<file path="config.mk">
export PLATFORM = sky130hd
export DESIGN_NAME = bffa_cfg
export DESIGN_NICKNAME = d
export VERILOG_FILES = /design/src/rtl/bffa_pkg.sv /design/src/rtl/bffa_cfg.sv
export SDC_FILE = /design/constraint.sdc
export NUM_CORES = 1
export LEC_CHECK = 0
export BUFFER_PORTS_ARGS = -buffer_cell sky130_fd_sc_hd__buf_2
export CAP_MARGIN = 20
export CELL_PAD_IN_SITES_DETAIL_PLACEMENT = 0
export CELL_PAD_IN_SITES_GLOBAL_PLACEMENT = 2
export CORE_ASPECT_RATIO = 0.5
export CORE_MARGIN = 1.5
export CORE_UTILIZATION = 20
export CTS_CLUSTER_SIZE = 16
export DETAILED_ROUTE_END_ITERATION = 10
export PLACE_DENSITY = 0.84
export SLEW_MARGIN = 20
export SYNTH_ARGS = -nofsm -noshare
export SYNTH_HDL_FRONTEND = slang
export SYNTH_SLANG_ARGS = --single-unit
</file>
<file path="constraint.sdc">
create_clock -name clk -period 1.4 [get_ports clk]
set_clock_uncertainty 0.1 [all_clocks]
set_input_delay 0.07 -clock clk [delete_from_list [all_inputs] [get_ports clk]]
set_output_delay 0.07 -clock clk [all_outputs]
set_load 0.01 [all_outputs]
</file>
<file path="src/rtl/bffa_pkg.sv">
// Shared types, widths and constants for the bitmap first-fit allocator.
`default_nettype none

package bffa_pkg;

    // Default geometry of the allocation map.
    localparam int MAP_UNITS_DEF = 65536;
    localparam int WORD_BITS_DEF = 32;

    // Widths of the transfer payload fields.
    localparam int ACT_W   = 1;
    localparam int OFS_W   = 16;
    localparam int LEN_W   = 17;
    localparam int START_W = 16;

    // Configuration register.
    localparam int               POOL_W     = 17;
    localparam logic [POOL_W-1:0] POOL_RESET = 17'd65536;
    localparam int               APB_DATA_W = 32;
    localparam int               APB_ADDR_W = 3;
    localparam logic             REG_POOL_SIZE = 1'b0;

    // Request actions.
    localparam logic ACT_ALLOC = 1'b0;
    localparam logic ACT_FREE  = 1'b1;

    // Result status codes.
    typedef enum logic [1:0] {
        ST_OK      = 2'd0,
        ST_NOSPACE = 2'd1,
        ST_RANGE   = 2'd2
    } status_t;

    // Sequencer states.
    typedef enum logic [2:0] {
        S_CLEAR,
        S_IDLE,
        S_SCAN,
        S_SETUP,
        S_MODIFY,
        S_RESP
    } state_t;

    // Decisions of one scan step.
    typedef struct packed {
        logic found;
        logic fail;
        logic advance;
    } scan_flags_t;

endpackage

`default_nettype wire

</file>
<file path="src/rtl/bffa_cfg.sv">
// APB register block holding the pool size.
`default_nettype none

module bffa_cfg (
    input  wire logic                                clk,
    input  wire logic                                rst_n,
    input  wire logic                                psel,
    input  wire logic                                penable,
    input  wire logic                                pwrite,
    input  wire logic [bffa_pkg::APB_ADDR_W-1:0]     paddr,
    input  wire logic [bffa_pkg::APB_DATA_W-1:0]     pwdata,
    output logic      [bffa_pkg::APB_DATA_W-1:0]     prdata,
    output logic                                     pready,
    output logic      [bffa_pkg::POOL_W-1:0]         pool_size
);
    import bffa_pkg::*;

    logic                pool_size_sel;
    logic [POOL_W-1:0]   pool_size_reg;
    logic [POOL_W-1:0]   pool_size_next;

    assign pool_size_sel = (paddr[APB_ADDR_W-1:2] == REG_POOL_SIZE);
    assign pready        = 1'b1;
    assign pool_size     = pool_size_reg;

    // Register update on a completed write transfer.
    always_comb
    begin
        pool_size_next = pool_size_reg;
        if (psel && penable && pwrite && pready && pool_size_sel)
        begin
            pool_size_next = pwdata[POOL_W-1:0];
        end
    end

    always_ff @(posedge clk or negedge rst_n)
    begin
        if (!rst_n)
        begin
            pool_size_reg <= POOL_RESET;
        end
        else
        begin
            pool_size_reg <= pool_size_next;
        end
    end

    // Read back.
    always_comb
    begin
        prdata = '0;
        if (pool_size_sel)
        begin
            prdata = APB_DATA_W'(pool_size_reg);
        end
    end

endmodule

`default_nettype wire

</file>
==> results.yml <==
synth:
  yosys-top-cells-count: "buf_4 (16), dfrtp_1 (16), mux2_4 (10), nor2b_1 (10)"
  synthXorXnorAreaFrac: 0
  synth_adder_area_share: 0
  synth-seq-cells: 17
  seq_area_frac_synth: 0.4553
  synthSimpleGateAreaFrac: 0.1482
  synth-edff-count: 0
  synth_mux_area_frac: 0.2443
  synth-main-ff-cell: "dfrtp_1"
  synth_top_area_frac: 0.4272
  async_flop_share: 1.000
  syn_area_um2: 937.1
  synthCells: 72
  synth_area_leader_cell: "dfrtp_1"
  yosys_warnings: 0
  synth_top_family_by_area: "multiplexers"
  ys_types: 11
  synth_compound_area_frac: 0
  synth_area_per_cell_um2: 13.02
  synth.area.top_cells: "dfrtp_1 (43%), mux2_4 (16%), buf_4 (13%)"
global_routing:
  grt_overflow: 0
  met1_usage: 0.09492
  grt_max_degree: 18
  gr-usage-met3: 0.01642
  use_met2: 0.1769
  busiest_layer: "met2"
  grt_pass1_wl_mm: 3.429
  grt_use_total: 0.08646
  antenna_found_initial: 0
  grt_pass1_vias: 714
detailed_routing:
  drt-initial-drc-count: 22
  drc: 0
  drt_wl_total_mm: 2.236
  firstDrtPassIters: 3
  viasPerCell: 3.598
  ant_nets: 0
  via_count: 734
  wl_per_cell_um: 10.96
floorplanning:
  initial_utilization: 0.2108
  die_area_um2: 5130
  die_h_um: 51.41
  io_pins: 90
  rows: 17
  die_width_um: 99.81
  core_um2: 4446
clock_tree:
  clockRootBuffer: "clkbuf_8"
  cts_buffer_depth: 2
  clock_latency_ns: 0.24
  numCtsBuffers: 3
  post_cts_resized: 0
  clkSlewWorstSetupHoldPaths_ns: 0.07
  post_cts_buffers: 0
  cts_tree: "yes"
  htreeDepth: 1
  clock_sinks: 17
pwr:
  leakagePower_nw: 0.7990
  ir_drop_mv: 0.4072
  power_density_nw_per_um2: 1122
setup_path:
  reg2reg_depth: 1
  crit_fanout: 3
  cp-start-kind: "register"
  critical_path.endpoint_type: "primary output"
  arrival_ns: 1.01
  cp-endpoint: "prdata[16]"
  reg2reg_to: "pool_size[7]"
  cpMaxStageDelayCell: "dfstp_2"
  crit_buf_inv: 1
  critical_path_class: "register to primary output"
  crit_family: "flip-flops"
  rrSetupSlack_ns: 0.53
  crit_start: "pool_size[16]"
  max_stage_delay_ns: 0.53
  cp.required_ns: 1.23
  worst-path-stages: 2
  path_cells: "and2b_1 > buf_2"
  r2r-start: "pool_size[7]"
sta:
  finalCritPeriodShare: 0.8395
  setup_violations: 0
  final-hold-violation-count: 0
  max_freq_mhz: 850.9
  setup-tns-final_ns: 0
  min_period_ns: 1.175
  rsz0062_at_grt: "no"
  whs_ns: 0.1861
  slew_viol_final: 0
run_status:
  status: "complete, no violations"
cells_and_area:
  drive_above_1_share: 0.5374
  diodes: 0
  largest_reg_flops: 17
  fin_nets: 188
  nFillCells: 463
  seq_area_um2: 426.7
  syn_to_final_growth_pct: 53.54
  multiInputGateArea_um2: 427.9
placed_design:
  port_buffers: 56
  place_congestion: 0.5940
  dpl.hpwl_mm: 1.502
job:
  drv_cap: 0
min_path:
  min-delay-path-class: "primary input to asynchronous set/reset pin"
==> power by group <==
| part | switching (mW) | leakage [nW] | internal [mW] |
|---|---|---|---|
| Combinational | 0.249 | 0.574 | 0.327 |
| Sequential | 0.0745 | 0.203 | 0.605 |
| Clock | 0.157 | 0.0228 | 0.201 |
| Total | 0.481 | 0.799 | 1.13 |
==> stage by stage <==
stage	worst slack, ns	instance area (um2)	power [mW]	util	instances
final	0.2248	1439	1.615	0.3237	204
after global routing	0.1907	1439	1.723	0.3237	204
after CTS	0.2082	1439	1.646	0.3237	204
after detailed placement	0.1052	1214	1.228	0.2730	182
after global placement	0.1085	1214	1.219	0.2730	182
after floorplan	0.4143	989.7	1.019	-	86
==> cells by family (layout without fill, tap and decap cells) <==
group,Yosys count,after routing
AND/OR/NAND/NOR,18,18
buffers and inverters,18,79
multiplexers,17,17
flip-flops,17,17
other,2,16
==> layout by cell type (no fill, tap or decap) <==
cell           instances
dfstp_2                1
buf_4                  1
dfrtp_1               16
conb_1                16
mux2_4                10
mux2_2                 7
dlygate4sd3_1         18
buf_2                 56
nor2b_1               10
and2b_1                7
nand4b_4               1
clkbuf_1               1
clkbuf_8               3
==> area by class of cell <==
class / instances / area share
Sequential cell: 17 / 0.2965
Multi-Input combinational cell: 51 / 0.2974
Clock buffer: 4 / 0.03130
Tap cell: 57 / 0.04957
Timing Repair Buffer: 75 / 0.3252
==> per-layer routing <==
| layer | vias up | wire (um) | share of wire |
|---|---|---|---|
| met5 | - | 0 | 0 |
| met3 | 0 | 88 | 0.039 |
| li1 | 352 | - | - |
| met2 | 25 | 1270 | 0.57 |
| met1 | 357 | 877 | 0.39 |
| met4 | 0 | 0 | 0 |
==> worst min-delay path by stage <==
stage / cells after the start / start / endpoint
after floorplan: 0 / rst_n / pool_size[0]
after global placement: 1 / rst_n / pool_size[11]
after detailed placement: 1 / rst_n / pool_size[7]
after CTS: 2 / rst_n / pool_size[5]
after global routing: 2 / rst_n / pool_size[15]
final: 2 / rst_n / pool_size[5]
==> what timing repair did <==
item | in CTS | in global routing
setup endpoints to repair | 0 | 0
endpoints found under the hold margin | 34 | 0
hold buffers | 18 | 0
Note: power is estimated with default switching activity, not from simulation.
