`src/rtl/bffa_pkg.sv`:
```
// Shared types, widths and constants for the bitmap first-fit allocator.
`default_nettype none

package bffa_pkg;

    // Default geometry of the allocation map.
    localparam int MAP_UNITS_DEF = 65536;
    localparam int WORD_BITS_DEF = 32;

    // Widths of the transfer payload fields.
    localparam int ACT_W   = 1;
    localparam int OFS_W   = 16;
    localparam int LEN_W   = 17;
    localparam int START_W = 16;

    // Configuration register.
    localparam int               POOL_W     = 17;
    localparam logic [POOL_W-1:0] POOL_RESET = 17'd65536;
    localparam int               APB_DATA_W = 32;
    localparam int               APB_ADDR_W = 3;
    localparam logic             REG_POOL_SIZE = 1'b0;

    // Request actions.
    localparam logic ACT_ALLOC = 1'b0;
    localparam logic ACT_FREE  = 1'b1;

    // Result status codes.
    typedef enum logic [1:0] {
        ST_OK      = 2'd0,
        ST_NOSPACE = 2'd1,
        ST_RANGE   = 2'd2
    } status_t;

    // Sequencer states.
    typedef enum logic [2:0] {
        S_CLEAR,
        S_IDLE,
        S_SCAN,
        S_SETUP,
        S_MODIFY,
        S_RESP
    } state_t;

    // Decisions of one scan step.
    typedef struct packed {
        logic found;
        logic fail;
        logic advance;
    } scan_flags_t;

endpackage

`default_nettype wire

```
`src/rtl/bffa_scan.sv`:
```
// One scan step over a bitmap word: finds the next blocking bit and updates the free run.
`default_nettype none

module bffa_scan #(
    parameter int WORD_BITS = 32,
    parameter int SPAN_W    = 17,
    parameter int CNT_W     = 17
) (
    input  wire logic [WORD_BITS-1:0]          word,
    input  wire logic [SPAN_W-1:0]             base,
    input  wire logic [$clog2(WORD_BITS)-1:0]  pos,
    input  wire logic [CNT_W-1:0]              run,
    input  wire logic [CNT_W-1:0]              length,
    input  wire logic [CNT_W-1:0]              limit,
    output bffa_pkg::scan_flags_t              flags,
    output logic      [$clog2(WORD_BITS)-1:0]  pos_next,
    output logic      [CNT_W-1:0]              run_next,
    output logic      [CNT_W-1:0]              start
);
    import bffa_pkg::*;

    localparam int BIT_W = $clog2(WORD_BITS);
    localparam int PW    = BIT_W + 1;
    localparam logic [WORD_BITS-1:0] ONES = '1;

    logic [CNT_W-1:0]     base_ext;
    logic [CNT_W-1:0]     rem;
    logic [WORD_BITS-1:0] avail;
    logic [WORD_BITS-1:0] cand;
    logic [PW-1:0]        lo;
    logic                 has;
    logic [PW-1:0]        seg;
    logic [CNT_W-1:0]     total;
    logic [CNT_W-1:0]     hp;

    // Units at or above the limit count as blocked.
    always_comb
    begin
        base_ext = CNT_W'(base);
        rem      = limit - base_ext;
        if (base_ext >= limit)
        begin
            avail = '0;
        end
        else if (rem >= CNT_W'(WORD_BITS))
        begin
            avail = ONES;
        end
        else
        begin
            avail = ONES >> (PW'(WORD_BITS) - PW'(rem[BIT_W-1:0]));
        end
        cand = (word | ~avail) & (ONES << pos);
    end

    // Lowest blocking bit at or above the current position.
    always_comb
    begin
        lo = PW'(WORD_BITS);
        for (int i = WORD_BITS - 1; i >= 0; i--)
        begin
            if (cand[i])
            begin
                lo = PW'(i);
            end
        end
        has = |cand;
    end

    // Run arithmetic and decisions.
    always_comb
    begin
        seg            = lo - {1'b0, pos};
        total          = run + CNT_W'(seg);
        hp             = base_ext + CNT_W'(lo);
        start          = base_ext + CNT_W'(pos) - run;
        flags.found    = (total >= length);
        flags.fail     = !flags.found && (hp >= limit);
        flags.advance  = !has || (lo == PW'(WORD_BITS - 1));
        pos_next       = has ? (lo[BIT_W-1:0] + BIT_W'(1)) : '0;
        run_next       = has ? '0 : total;
    end

endmodule

`default_nettype wire

```
`config.mk`:
```
export PLATFORM = sky130hd
export DESIGN_NAME = bffa_scan
export DESIGN_NICKNAME = d
export VERILOG_FILES = /design/src/rtl/bffa_pkg.sv /design/src/rtl/bffa_scan.sv
export SDC_FILE = /design/constraint.sdc
export NUM_CORES = 1
export LEC_CHECK = 0
export ABC_CLOCK_PERIOD_IN_PS = 18150
export BUFFER_PORTS_ARGS = -buffer_cell sky130_fd_sc_hd__buf_2
export CORE_MARGIN = 2
export CORE_UTILIZATION = 40
export DETAILED_ROUTE_END_ITERATION = 10
export GPL_TIMING_DRIVEN = 0
export SLEW_MARGIN = 10
export SYNTH_ARGS = -nofsm -noshare
export SYNTH_HDL_FRONTEND = slang
export SYNTH_SLANG_ARGS = --single-unit
```
`constraint.sdc`:
```
create_clock -name vclk -period 18.15
set_input_delay 2.7225 -clock vclk [all_inputs]
set_output_delay 2.7225 -clock vclk [all_outputs]
set_load 0.05 [all_outputs]
```
==> flow_summary.ini <==
[status]
status = complete, no violations

[timing]
setup_tns_ns = 0
hold_viol = 0
max_slew_margin_pct = 33.2
max_freq_ghz = 0.0708
worst_pin_slew_ns = 0.994
finalCritPeriodShare_pct = 77.8
finalSetupViolations = 0
rsz0062_at_grt = false
hold_ws_ns = 5.97
drv_slew = 0
fin_crit_ns = 14.12
setup_ws_ns = 4.03

[global_routing]
grt_pass1_vias = 5974
grt_max_degree = 11
grt.total_usage_pct = 23.7
antenna_found_initial = 3
global_route.overflow_total = 0
grt_pass1_wl_um = 28900

[placement]
place_inst = 1160
io_buffers = 145
dpl_worst_slack_ns = 4.15
placed_area_mm2 = 0.00659
gp_congestion = 0.952
hpwl_um = 15900

[die]
num_io_pins = 147
die_w_um = 123
dieArea_mm2 = 0.0151
start_util_pct = 40.7
rows = 43
coreArea_mm2 = 0.0138
die_h_um = 123

[worst_setup_path]
max_stage_delay_ns = 0.49
cp_data_required_time_ns = 15.43
crit_buf_inv = 3
critPathLaunchType = primary input
end_kind = output pin
crit_type = in -> out
cp_top_family = compound AO/OA/AOI/OAI gates
arrival_ns = 11.39
crit_start = base[0]
slowest_stage = a311oi_1
cp_max_fo = 8

[route]
dr.pass1.iters = 5
postRouteWirelength_um = 18300
avgViaCountPerCell = 5.55
vias = 6445
drc = 0
drtAntennaViolNets = 0
wl_per_cell_um = 15.8
dr.first_iter.drc_count = 423

[yosys]
netlist_area_mm2 = 0.00563
syn_inst = 835
yosys.area.top_type = ha_1
ys_types = 77
synth.area.top_cells = ha_1 (22%), inv_1 (7.3%), xnor2_1 (7.0%), a21oi_1 (5.2%), o21ai_0 (4.8%)
synth_nets = 1050
synth_top_cell_area_share_pct = 22.4
seq_area_frac_synth_pct = 0
yosys_warnings = 0
syn_avg_cell_area_um2 = 6.75

[power]
peakVddDrop_mv = 0.0373
switching_power_uw = 236
combPwrFrac_pct = 100.0
p_seq_share_pct = 0
swShare_pct = 64.2
clockPowerShare_pct = 0
p_leak_uw = 0.00337
p_int_uw = 132
p_per_area_mw_per_mm2 = 55.8

[worst_hold_path]
hp-start = run[8]
hold_end = run_next[8]
hold_depth = 4
min_path_type = in -> out

[layout]
seq_cell_count = 0
syn2layout_area_growth_pct = 17.0
final_cell_area_mm2 = 0.00659
instances_no_fill = 1162
layout.nets = 1197
clock_buffers = 0
drive_gt1_share_pct = 17.7
final-seq-area_um2 = 0

[cts]
cts.repair.resized = 0
ctsHoldBuffers = 0
cts_setup_buffers = 0

[flow_run]
drv_cap = 0
layout by cell type (no fill, tap or decap), types with 11 or more instances in the layout:
cell and instances:
buf_2 145, inv_1 109, ha_1 101, nand2_1 71, nor2_1 68, a21oi_1 58, o21ai_0 54, xnor2_1 45
o21a_1 24, a21o_1 22, nand3_1 21, nor3_1 18, and2_1 18, xor2_1 16, nand2b_1 14, clkbuf_1 11
nand4_1 11
stage by stage:
step	utilization, %	total power [µW]
after floorplan	-	275
after global placement	47.6	364
after detailed placement	47.6	363
after CTS	47.6	366
after global routing	47.6	410
final	47.7	368
cell type report:
cell class	instances	area, µm²
Multi-Input combinational cell	703	5110
Fill cell	1531	7240
Timing Repair Buffer	145	726
Tap cell	180	225
Inverter	114	428
Antenna cell	2	5.00
Buffer	18	95.1
layer usage:
layer	up-vias	GRT usage (%)	share of wire (%)
li1	3284	-	-
met5	-	0	0.071
met4	2	6.18	3.1
met3	43	2.74	6.9
met2	233	40.6	45
met1	2883	31.4	45
logic make-up after synthesis:
| family | after synthesis | share of synthesized area (%) |
|---|---|---|
| buffers and inverters | 132 | 9.28 |
| AO/OA/AOI/OAI | 260 | 31.2 |
| adder cells (fa/ha/maj) | 110 | 25.6 |
| AND/OR/NAND/NOR | 270 | 24.0 |
| multiplexers | 1 | 0.178 |
| XOR/XNOR | 62 | 9.77 |
cells in the mapped netlist (10+ instances only):
library cell and number:
a211oi_1 10, a21o_1 22, a21oi_1 58, and2_1 18
clkbuf_1 11, ha_1 101, inv_1 109, nand2_1 71
nand2b_1 14, nand3_1 21, nand4_1 11, nor2_1 68
nor2b_1 10, nor3_1 18, o21a_1 24, o21ai_0 54
o31ai_1 10, xnor2_1 45, xor2_1 16
tightest hold or removal path, cell delays in order:
cell and delay (ns):
buf_2 0.11, xnor2_1 0.08, and2_1 0.13, buf_2 0.20
power groups by stage:
stage	clock network (µW)	logic (µW)	registers, µW
finish	0.0000148	368	0
global route	0.00000737	410	0
CTS	0	366	0
detailed placement	0	363	0
global placement	0	364	0
floorplan	0	275	0
worst max path at each step:
| stage | end | depth (start not counted) |
|---|---|---|
| detailed placement | flags[1] | 38 |
| finish | flags[1] | 40 |
| CTS | flags[1] | 38 |
| global route | flags[1] | 38 |
| global placement | flags[1] | 38 |
| floorplan | flags[1] | 40 |
Power figures use the tool's default switching activity.
